--- src/rtl/core/lpfr_pkg.sv ---
// ----------------------------------------------------------------------------
// lpfr_pkg: shared types and constants for the length-prefixed frame receiver
// Phase and result-kind codes, item and result structs, framing constants.
// ----------------------------------------------------------------------------
package lpfr_pkg;

	localparam int LENGTH_FIELD_BYTES = 4;
	localparam int LEN_IDX_W          = 2;

	localparam logic [7:0]  FLAG_BYTE      = 8'hC0;
	localparam logic [31:0] MIN_TOTAL_LEN  = 32'd10;
	localparam logic [30:0] FRAME_OVERHEAD = 31'd6;

	typedef enum logic [2:0] {
		PH_HUNT    = 3'd0,
		PH_SKIP    = 3'd1,
		PH_LEN     = 3'd2,
		PH_PAYLOAD = 3'd3,
		PH_TRAILER = 3'd4
	} phase_t;

	typedef enum logic [2:0] {
		KIND_BYTE    = 3'd0,
		KIND_GOOD    = 3'd1,
		KIND_SHORT   = 3'd2,
		KIND_TRAILER = 3'd3,
		KIND_ENDED   = 3'd4
	} kind_t;

	typedef struct packed {
		logic       func;
		logic [7:0] data_byte;
	} item_t;

	typedef struct packed {
		kind_t       kind;
		logic [7:0]  payload_byte;
		logic [30:0] payload_length;
	} result_t;

endpackage

--- src/rtl/core/length_prefixed_frame_receiver.sv ---
// A byte accepted into the input register passes the combinational deframer step, and
// any result goes into the result register. Throughput: one transaction per cycle,
// sustained while the output is not stalled, through the input and result registers.
// A stalled output holds its result and stalls the input register behind it.
// Reset (arst_n low, asynchronous): phase returns to hunting, counters clear,
// both registers empty.
// ----------------------------------------------------------------------------
// length_prefixed_frame_receiver: deframer top level
// Input register, deframer state machine, result register.
// ----------------------------------------------------------------------------
module length_prefixed_frame_receiver #(
	parameter int LENGTH_FIELD_BYTES = lpfr_pkg::LENGTH_FIELD_BYTES
) (
	input  logic        clk,
	input  logic        arst_n,
	input  logic        in_valid,
	output logic        in_ready,
	input  logic        func,
	input  logic [7:0]  data_byte,
	output logic        out_valid,
	input  logic        out_ready,
	output logic [2:0]  kind,
	output logic [7:0]  payload_byte,
	output logic [30:0] payload_length
);

	lpfr_pkg::item_t   item_in;
	lpfr_pkg::item_t   item_s1;
	logic              valid_s1;
	logic              advance;
	logic              out_free;
	logic              res_valid;
	lpfr_pkg::result_t res;
	lpfr_pkg::result_t res_q;

	assign item_in.func      = func;
	assign item_in.data_byte = data_byte;

	// step only when the result register can take whatever comes out
	assign advance = valid_s1 && out_free;

	lpfr_in_stage u_in_stage (
		.clk      (clk),
		.arst_n   (arst_n),
		.valid    (in_valid),
		.ready    (in_ready),
		.item     (item_in),
		.advance  (advance),
		.valid_s1 (valid_s1),
		.item_s1  (item_s1)
	);

	lpfr_deframer #(
		.LENGTH_FIELD_BYTES (LENGTH_FIELD_BYTES)
	) u_deframer (
		.clk       (clk),
		.arst_n    (arst_n),
		.fire      (advance),
		.item      (item_s1),
		.res_valid (res_valid),
		.res       (res)
	);

	lpfr_out_stage u_out_stage (
		.clk    (clk),
		.arst_n (arst_n),
		.load   (advance && res_valid),
		.res    (res),
		.free   (out_free),
		.valid  (out_valid),
		.ready  (out_ready),
		.res_q  (res_q)
	);

	assign kind           = res_q.kind;
	assign payload_byte   = res_q.payload_byte;
	assign payload_length = res_q.payload_length;

`ifndef SYNTHESIS
	a_byte_zero: assert property (@(posedge clk) disable iff (!arst_n)
		out_valid && kind != lpfr_pkg::KIND_BYTE |-> payload_byte == 8'd0)
		else $error("payload_byte set on a status transaction");

	a_len_zero: assert property (@(posedge clk) disable iff (!arst_n)
		out_valid && kind != lpfr_pkg::KIND_GOOD |-> payload_length == 31'd0)
		else $error("payload_length set on a non-good transaction");

	a_good_len: assert property (@(posedge clk) disable iff (!arst_n)
		out_valid && kind == lpfr_pkg::KIND_GOOD |-> payload_length >= 31'd4)
		else $error("good frame with impossible payload length");

	a_no_drop: assert property (@(posedge clk) disable iff (!arst_n)
		out_valid && !out_ready |=> out_valid)
		else $error("pending result lost under backpressure");
`endif

endmodule

--- src/rtl/core/lpfr_in_stage.sv ---
// ----------------------------------------------------------------------------
// lpfr_in_stage: input register
// Captures one transaction per cycle unless the deframer stalls; holds it until the deframer consumes it.
// ----------------------------------------------------------------------------
module lpfr_in_stage (
	input  logic            clk,
	input  logic            arst_n,
	input  logic            valid,
	output logic            ready,
	input  lpfr_pkg::item_t item,
	input  logic            advance,
	output logic            valid_s1,
	output lpfr_pkg::item_t item_s1
);

	assign ready = !valid_s1 || advance;

	always_ff @(posedge clk or negedge arst_n) begin
		if (!arst_n) begin
			valid_s1 <= 1'b0;
		end else if (ready) begin
			valid_s1 <= valid;
		end
	end

	always_ff @(posedge clk) begin
		if (valid && ready) begin
			item_s1 <= item;
		end
	end

endmodule

--- src/rtl/core/lpfr_deframer.sv ---
// ----------------------------------------------------------------------------
// lpfr_deframer: frame state machine and length datapath
// Tracks phase, gathers the little-endian length, counts payload bytes.
// ----------------------------------------------------------------------------
module lpfr_deframer #(
	parameter int LENGTH_FIELD_BYTES = lpfr_pkg::LENGTH_FIELD_BYTES
) (
	input  logic              clk,
	input  logic              arst_n,
	input  logic              fire,
	input  lpfr_pkg::item_t   item,
	output logic              res_valid,
	output lpfr_pkg::result_t res
);

	localparam logic [lpfr_pkg::LEN_IDX_W-1:0] IDX_LAST =
		lpfr_pkg::LEN_IDX_W'(LENGTH_FIELD_BYTES - 1);

	lpfr_pkg::phase_t                 phase_q, phase_d;
	logic [31:0]                      accum_q, accum_d;
	logic [lpfr_pkg::LEN_IDX_W-1:0]   idx_q, idx_d;
	logic [30:0]                      remaining_q, remaining_d;
	logic [30:0]                      total_q, total_d;

	logic                             is_flag;
	logic [31:0]                      accum_base;
	logic [31:0]                      accum_new;
	logic [lpfr_pkg::LEN_IDX_W-1:0]   idx_eff;
	logic                             len_last;
	logic                             len_short;
	logic [30:0]                      len_payload;
	logic [30:0]                      rem_dec;

	// length byte lands at its byte lane; skip phase restarts the field
	always_comb begin
		is_flag     = item.data_byte == lpfr_pkg::FLAG_BYTE;
		accum_base  = (phase_q == lpfr_pkg::PH_SKIP) ? 32'd0 : accum_q;
		idx_eff     = (phase_q == lpfr_pkg::PH_SKIP) ? '0 : idx_q;
		accum_new   = accum_base | ({24'd0, item.data_byte} << {idx_eff, 3'b000});
		len_last    = idx_eff == IDX_LAST;
		len_short   = accum_new[31] || (accum_new < lpfr_pkg::MIN_TOTAL_LEN);
		len_payload = accum_new[30:0] - lpfr_pkg::FRAME_OVERHEAD;
		rem_dec     = remaining_q - 31'd1;
	end

	// next state
	always_comb begin
		phase_d     = phase_q;
		accum_d     = accum_q;
		idx_d       = idx_q;
		remaining_d = remaining_q;
		total_d     = total_q;
		if (item.func) begin
			phase_d = lpfr_pkg::PH_HUNT;
			idx_d   = '0;
		end else begin
			unique case (phase_q)
				lpfr_pkg::PH_SKIP, lpfr_pkg::PH_LEN: begin
					if (!(phase_q == lpfr_pkg::PH_SKIP && is_flag)) begin
						accum_d = accum_new;
						if (len_last) begin
							idx_d = '0;
							if (len_short) begin
								phase_d = lpfr_pkg::PH_HUNT;
							end else begin
								phase_d     = lpfr_pkg::PH_PAYLOAD;
								total_d     = len_payload;
								remaining_d = len_payload;
							end
						end else begin
							idx_d   = idx_eff + 1'b1;
							phase_d = lpfr_pkg::PH_LEN;
						end
					end
				end
				lpfr_pkg::PH_PAYLOAD: begin
					remaining_d = rem_dec;
					if (rem_dec == 31'd0) begin
						phase_d = lpfr_pkg::PH_TRAILER;
					end
				end
				lpfr_pkg::PH_TRAILER: begin
					phase_d = lpfr_pkg::PH_HUNT;
				end
				// hunting, and any meaningless phase code
				default: begin
					phase_d = is_flag ? lpfr_pkg::PH_SKIP : lpfr_pkg::PH_HUNT;
				end
			endcase
		end
	end

	// result
	always_comb begin
		res_valid          = 1'b0;
		res.kind           = lpfr_pkg::KIND_BYTE;
		res.payload_byte   = 8'd0;
		res.payload_length = 31'd0;
		if (item.func) begin
			res.kind  = lpfr_pkg::KIND_ENDED;
			res_valid = (phase_q == lpfr_pkg::PH_SKIP) || (phase_q == lpfr_pkg::PH_LEN) ||
				(phase_q == lpfr_pkg::PH_PAYLOAD) || (phase_q == lpfr_pkg::PH_TRAILER);
		end else begin
			unique case (phase_q)
				lpfr_pkg::PH_SKIP, lpfr_pkg::PH_LEN: begin
					res.kind  = lpfr_pkg::KIND_SHORT;
					res_valid = !(phase_q == lpfr_pkg::PH_SKIP && is_flag) &&
						len_last && len_short;
				end
				lpfr_pkg::PH_PAYLOAD: begin
					res_valid        = 1'b1;
					res.kind         = lpfr_pkg::KIND_BYTE;
					res.payload_byte = item.data_byte;
				end
				lpfr_pkg::PH_TRAILER: begin
					res_valid = 1'b1;
					if (is_flag) begin
						res.kind           = lpfr_pkg::KIND_GOOD;
						res.payload_length = total_q;
					end else begin
						res.kind = lpfr_pkg::KIND_TRAILER;
					end
				end
				default: begin
					res_valid = 1'b0;
				end
			endcase
		end
	end

	always_ff @(posedge clk or negedge arst_n) begin
		if (!arst_n) begin
			phase_q     <= lpfr_pkg::PH_HUNT;
			accum_q     <= 32'd0;
			idx_q       <= '0;
			remaining_q <= 31'd0;
			total_q     <= 31'd0;
		end else if (fire) begin
			phase_q     <= phase_d;
			accum_q     <= accum_d;
			idx_q       <= idx_d;
			remaining_q <= remaining_d;
			total_q     <= total_d;
		end
	end

endmodule

--- src/rtl/core/lpfr_out_stage.sv ---
// ----------------------------------------------------------------------------
// lpfr_out_stage: result register
// Holds one result transaction until the consumer takes it.
// ----------------------------------------------------------------------------
module lpfr_out_stage (
	input  logic              clk,
	input  logic              arst_n,
	input  logic              load,
	input  lpfr_pkg::result_t res,
	output logic              free,
	output logic              valid,
	input  logic              ready,
	output lpfr_pkg::result_t res_q
);

	logic valid_q;

	assign free  = !valid_q || ready;
	assign valid = valid_q;

	always_ff @(posedge clk or negedge arst_n) begin
		if (!arst_n) begin
			valid_q <= 1'b0;
		end else if (free) begin
			valid_q <= load;
		end
	end

	always_ff @(posedge clk) begin
		if (load && free) begin
			res_q <= res;
		end
	end

endmodule

--- config.mk ---
export PLATFORM = sky130hd
export DESIGN_NAME = length_prefixed_frame_receiver
export DESIGN_NICKNAME = d
export VERILOG_FILES = /design/src/rtl/core/lpfr_pkg.sv /design/src/rtl/core/length_prefixed_frame_receiver.sv /design/src/rtl/core/lpfr_in_stage.sv /design/src/rtl/core/lpfr_deframer.sv /design/src/rtl/core/lpfr_out_stage.sv
export SDC_FILE = /design/constraint.sdc
export NUM_CORES = 1
export LEC_CHECK = 0
export ABC_CLOCK_PERIOD_IN_PS = 3800
export BUFFER_PORTS_ARGS = -buffer_cell sky130_fd_sc_hd__buf_2
export CORE_MARGIN = 2
export CORE_UTILIZATION = 55
export DETAILED_ROUTE_END_ITERATION = 6
export GPL_ROUTABILITY_DRIVEN = 0
export GPL_TIMING_DRIVEN = 0
export PLACE_DENSITY = 0.77
export SKIP_LAST_GASP = 1
export SLEW_MARGIN = 40
export SYNTH_ARGS = -nofsm -noshare
export SYNTH_HDL_FRONTEND = slang
export SYNTH_SLANG_ARGS = --single-unit
--- constraint.sdc ---
create_clock -name clk -period 3.8 [get_ports clk]
set_input_delay 0.76 -clock clk [delete_from_list [all_inputs] [get_ports clk]]
set_output_delay 0.76 -clock clk [all_outputs]
set_load 0.005 [all_outputs]
# == Word-level counts from Yosys, hierarchy flattened ==
# Cells that the tools add are included.
# word_totals
regBits,152
input_bits,13
out_inout_bits,44
# op_classes
n_addsub,3
order_cmp,1
n_eq_ne,12
shift,1
n_mux,21
n_bitwise,7
n_reduce_logical,28
# op_table
cell,count
$mux W31,3
$pmux W31 S2,1
$lt A32 B4 Y1 const B,1
$mux W32,1
$or A32 B32 Y32,1
$shl A8 B5 Y32,1
$logic_not A31 Y1,1
$sub A31 B1 Y31 const B,1
$sub A31 B3 Y31 const B,1
$mux W2,8
$reduce_and A6 Y1,2
$mux W3,3
$pmux W3 S3,1
$eq A8 B8 Y1 const B,1
$logic_and A1 B1 Y1,7
$eq A3 B2 Y1 const B,2
$logic_or A1 B1 Y1,6
$ne A2 B2 Y1 const B,3
$not A1 Y1,6
$reduce_and A3 Y1,2
$reduce_or A2 Y1,3
$pmux W2 S2,1
$reduce_and A4 Y1,1
$reduce_bool A2 Y1,2
other kinds (11),14

# == Longest topological paths before layout ==
# depth
depth_word,11
depth_mapped,16
depth_no_buf,13

# == Modules after synthesis ==
# A second synthesis with hierarchy kept.
# hier_totals
hier_cells,898
hier_area_um2,8262.9
# modules_own_cells
module,n_inst,cells_per_inst,area_each_um2,seq_area_each_um2
lpfr_deframer,1,837,6611.3,2477.4
lpfr_out_stage,1,46,1315.0,1286.2
lpfr_in_stage,1,13,324.1,295.3
length_prefixed_frame_receiver,1,2,12.5,0.0

# == Worst setup path after synthesis ==
# OpenSTA, ideal clock, no wires.
# synth_path
path_kind,register to register
startpoint,register u_deframer.accum_q[11]
endpoint,"register, netlist name u_out_stage.res_q[0]"
setup_time_ns,0.420
arrival_time_ns,3.583
path_slack_ns,-0.202
path_stages_with_launch,8
n_path_buf,0
cell_sequence,dfrtp_1 or4_4 a2111o_1 or3b_4 o31ai_1 a41o_1 o211ai_1 a31oi_2
# synth_between
elab_chain_cells,9
# synth_lines
element,line_no,text
from (decl),lpfr_deframer.sv:20,"logic [31:0] accum_q, accum_d;"
from (signal assigned),lpfr_deframer.sv:140,accum_q <= accum_d;
$mux W32,lpfr_deframer.sv:37,accum_base = (phase_q == lpfr_pkg::PH_SKIP) ? 32'd0 : accum_q;
$or A32 B32 Y32,lpfr_deframer.sv:39,"accum_new = accum_base | ({24'd0, item.data_byte} << {idx_eff, 3'b000});"
$lt A32 B4 Y1,lpfr_deframer.sv:41,len_short = accum_new[31] || (accum_new < lpfr_pkg::MIN_TOTAL_LEN);
$logic_or A1 B1 Y1,lpfr_deframer.sv:41,
$logic_and A1 B1 Y1,lpfr_deframer.sv:108,len_last && len_short;
$pmux W1 S2,lpfr_deframer.sv:104,unique case (phase_q)
$mux W1,lpfr_deframer.sv:99,if (item.func) begin
$logic_and A1 B1 Y1,length_prefixed_frame_receiver.sv:67,".load (advance && res_valid),"
$logic_and A1 B1 Y1,lpfr_out_stage.sv:30,if (load && free) begin
# No other way between the ends.
# A chain may end at the register's enable or synchronous reset.

# == Worst setup path after layout ==
# layout_path
startpoint,register u_deframer.phase_q[2]
endpoint,register u_deframer.remaining_q[29]
# layout_between
elab_chain_cells,9
word_cells_on_any_way,22
cone_classes,add/sub (1); order compare (1); eq/ne (7); shift (1); mux (6); bitwise (1); reduce/logical (5)
# layout_lines
element,line_no,text
from (decl),lpfr_deframer.sv:19,"lpfr_pkg::phase_t phase_q, phase_d;"
from (signal assigned),lpfr_deframer.sv:133,phase_q <= lpfr_pkg::PH_HUNT;
from (signal assigned),lpfr_deframer.sv:139,phase_q <= phase_d;
$eq A3 B1 Y1 *,"lpfr_deframer.sv:37, lpfr_deframer.sv:38",
$mux W2,lpfr_deframer.sv:38,idx_eff = (phase_q == lpfr_pkg::PH_SKIP) ? '0 : idx_q;
$shl A8 B5 Y32,lpfr_deframer.sv:39,
$or A32 B32 Y32 *,lpfr_deframer.sv:39,
net u_deframer.accum_new[2],lpfr_deframer.sv:27,logic [31:0] accum_new;
$sub A31 B3 Y31,lpfr_deframer.sv:42,len_payload = accum_new[30:0] - lpfr_pkg::FRAME_OVERHEAD;
$mux W31,lpfr_deframer.sv:63,if (len_short) begin
$mux W31,lpfr_deframer.sv:61,if (len_last) begin
$mux W31,lpfr_deframer.sv:59,if (!(phase_q == lpfr_pkg::PH_SKIP && is_flag)) begin
$pmux W31 S2,lpfr_deframer.sv:57,unique case (phase_q)
to (signal assigned),lpfr_deframer.sv:142,remaining_q <= remaining_d;
to (decl),lpfr_deframer.sv:22,"logic [30:0] remaining_q, remaining_d;"
# The timed path passes the listed nets; every way through them passes the cells marked *. The select of a mux whose other input is x is not followed.

==> run_results.csv <==
group,metric,value,unit
status,outcome,"complete, but fails checks",
status,violations,"design-rule violations",
global_route,grt_pass1_wl,40.1,mm
placed_design,post-dp-hpwl,17.5,mm
sta,final.min_clock_period,3.75,ns
clock_tree,cts.reportedPaths.clkPinSlew,0.07,ns
routing,first_iter_violations,1619,
flow_run,max_cap_viol_count,0,
die,die_y,127,µm
yosys,synth_edf_count,51,
critical_path,cp.arrival,4.10,ns
critical_path,cp-end-kind,"flop",
critical_path,critical_path.top_delay_family,"compound AO/OA/AOI/OAI gates",
pwr,ir_drop,0.274,mV
die,core_area,14600,µm²
global_route,gr-total-overflow,0,
finish,final_common_cell,"dfrtp_1",
sta,tightest_slew,0.968,ns
sta,setup_violations,0,
clock_tree,clkLatencyLatePin,0.44,ns
yosys,postSynthAreaPerCell,9.15,µm²
finish,areaGrowthSynthToFinish,17.6,%
die,io_pins,57,
finish,final_cell_mix,"dfrtp_1 (101), o21ai_0 (99), nand2_1 (91)",
yosys,syn_inst,905,
yosys,synthesis.area,8280,µm²
yosys,synth_fp_nets,921,
clock_tree,cts.sinks,152,
sta,fin_skew,0.0122,ns
global_route,grt_max_degree,57,
critical_path,reg2reg_from,"u_deframer.phase_q[2]",
critical_path,startpoint_type,"flop",
finish,drive_above_1_share,17.3,%
routing,drc,75,
global_route,grtUsageTotal,32.4,%
yosys,ys_types,76,
routing,via_per_inst,6.76,
critical_path,worstPathBufferInverterCount,2,
finish,final_nets,1008,
critical_path,rr_worst_depth,13,
sta,slew_headroom,34.8,%
critical_path,r2r_setup_slack,0.05,ns
yosys,seq_area_frac_synth,49.0,%
die,num_rows,44,
clock_tree,numCtsBuffers,17,
clock_tree,cts_hold_buf,0,
routing,dr_total_vias,8040,
sta,slew_viol_final,0,
critical_path,slowest_stage,"or3b_4",
placed_design,dpl_worst_slack,-1.24,ns
die,floorplan.initialDensity,56.5,%
placed_design,io_buffer_count,56,
die,die_area,16000,µm²
placed_design,dp.cells,1148,
routing,top_layer_used,"met5",
global_route,first_global_vias,7456,
yosys,async_flop_share,66.4,%
clock_tree,clock_tree.buffer_depth,2,
yosys,ys_warn_count,0,
sta,finalCritPeriodShare,98.7,%
worst_hold_path,hp-class,"input port to asynchronous set/reset pin",
die,dieWidth,127,µm
clock_tree,cts_tree,"yes",
routing,wl,25.7,mm
finish,multiInputGateArea,4080,µm²
yosys,synth_seq_cells,152,
critical_path,rr_endpoint,"u_deframer.remaining_q[29]",
critical_path,cp_cell_sequence,"or3b_4 -> buf_6 -> buf_8 -> a22o_1 -> ha_4 -> nor4b_4 -> o22ai_4 -> a221oi_4 -> o2111ai_4 -> a21o_1 -> xnor2_2 -> nor2_1 -> o31ai_1",
critical_path,worstSetupPathType,"flop to flop",
critical_path,max_stage_delay,0.44,ns
pwr,p_per_area,386,nW/µm²
routing,routed-wl-met3,3.37,mm
pwr,leakage,4.03,nW
sta,hold_viol,0,
routing,ant_nets,0,
sta,setup_tns,0,ns
routing,wl_per_cell,21.6,µm
global_route,grt_antenna_before_repair,2,
critical_path,crit_required,4.15,ns
routing,wl_met1,9.79,mm
sta,fmax,0.266,GHz
finish,fillers,1146,
routing,met2_length,10.8,mm
clock_tree,root_buffer,"clkbuf_16",
finish,seq_area,4060,µm²
routing,drt_pass1_iterations,7,
finish,instances_no_fill,1190,
clock_tree,cts_htree_levels,4,
yosys,synthFlopType,"dfrtp_1",
critical_path,worstPathMaxFanout,10,
sta,worst_slack,0.0476,ns
[state kept, by name (all words and copies together) (netlist names)]
register,flops
u_deframer.remaining_q,31
u_in_stage.valid_s1,1
u_deframer.accum_q,32
u_deframer.idx_q,2
u_deframer.total_q,31
u_deframer.phase_q,3
u_out_stage.valid,1
u_out_stage.res_q,42
u_in_stage.item_s1,9
[power breakdown]
group	switching, mW	total, mW	internal [mW]
logic	0.203	0.311	0.107
registers	0.0257	1.73	1.71
clock network	0.774	1.71	0.934
[logic make-up after synthesis]
group,after synthesis,share of synthesized area [%]
mux,8,1.07
flops,152,49.0
compound gates,277,20.6
simple gates,364,22.5
xor+xnor,22,2.33
buf+inv,79,4.02
fa+ha+maj,3,0.453
[cells in the mapped netlist (6+ instances only)]
cell | count | share of area [%]
xor2_1 | 9 | 0.95
inv_1 | 15 | 0.68
o21ai_0 | 101 | 6.1
nor2_1 | 90 | 4.1
o22ai_1 | 10 | 0.76
a21o_1 | 9 | 0.82
nand4_1 | 11 | 0.83
nor3_1 | 32 | 1.9
or2_2 | 9 | 0.68
nor4_1 | 15 | 1.1
buf_2 | 15 | 0.91
a22oi_1 | 6 | 0.54
o211ai_1 | 6 | 0.54
a31oi_1 | 17 | 1.3
or4_1 | 10 | 0.91
nand3_1 | 18 | 1.1
a21oi_1 | 65 | 3.9
and2_1 | 44 | 3.3
clkbuf_1 | 43 | 1.9
a22o_1 | 17 | 1.8
dfrtp_1 | 101 | 31
mux2_2 | 7 | 0.95
xnor2_1 | 13 | 1.4
nand2_1 | 91 | 4.1
edfxtp_1 | 51 | 19
[timing repair]
action / CTS / global route
buffers inserted: 4 / 7
pin swaps: 6 / 7
endpoints found under the setup margin: 25 / 18
gates resized for setup: 27 / 8
[metal layers]
metal / track usage (%) / vias to the layer above
li1: - / 3493
met1: 43.5 / 3753
met2: 47.7 / 622
met3: 9.49 / 170
met4: 17.8 / 2
met5: 0 / -
[worst max path at each step]
| stage | start | endpoint | slack (ns) | cells past startpoint |
|---|---|---|---|---|
| 6_report | u_deframer.phase_q[2] | u_deframer.remaining_q[29] | 0.05 | 13 |
| 5_1_grt | u_deframer.phase_q[2] | u_deframer.remaining_q[29] | -0.02 | 14 |
| 4_1_cts | u_deframer.phase_q[2] | u_deframer.remaining_q[29] | 0.03 | 15 |
| 3_5_place_dp | u_deframer.phase_q[0] | u_deframer.remaining_q[29] | -1.24 | 16 |
| 3_3_place_gp | u_deframer.phase_q[0] | u_deframer.remaining_q[29] | -1.20 | 16 |
| 2_1_floorplan | u_deframer.phase_q[2] | u_deframer.total_q[29] | 0.02 | 15 |
[cell type report]
cell class | count | share of cell area, %
antenna | 1 | 0.0257
buffer | 62 | 2.94
clock buffer | 18 | 4.41
clock inverter | 14 | 1.59
inverter | 15 | 0.578
multi-input combinational | 674 | 42.0
sequential | 152 | 41.7
tap | 184 | 2.37
timing repair buffer | 70 | 4.42
[metrics by stage]
stage	hold WS [ns]	instance area [µm²]	util [%]	power [mW]
after floorplan	0.442	8290	-	1.92
final	0.203	9730	66.5	3.75
after CTS	0.223	9630	65.8	3.71
after global routing	0.239	9730	66.4	3.85
after global placement	0.453	8800	60.1	2.01
after detailed placement	0.462	8880	60.7	2.02
Note: power is estimated with default switching activity, not from simulation.
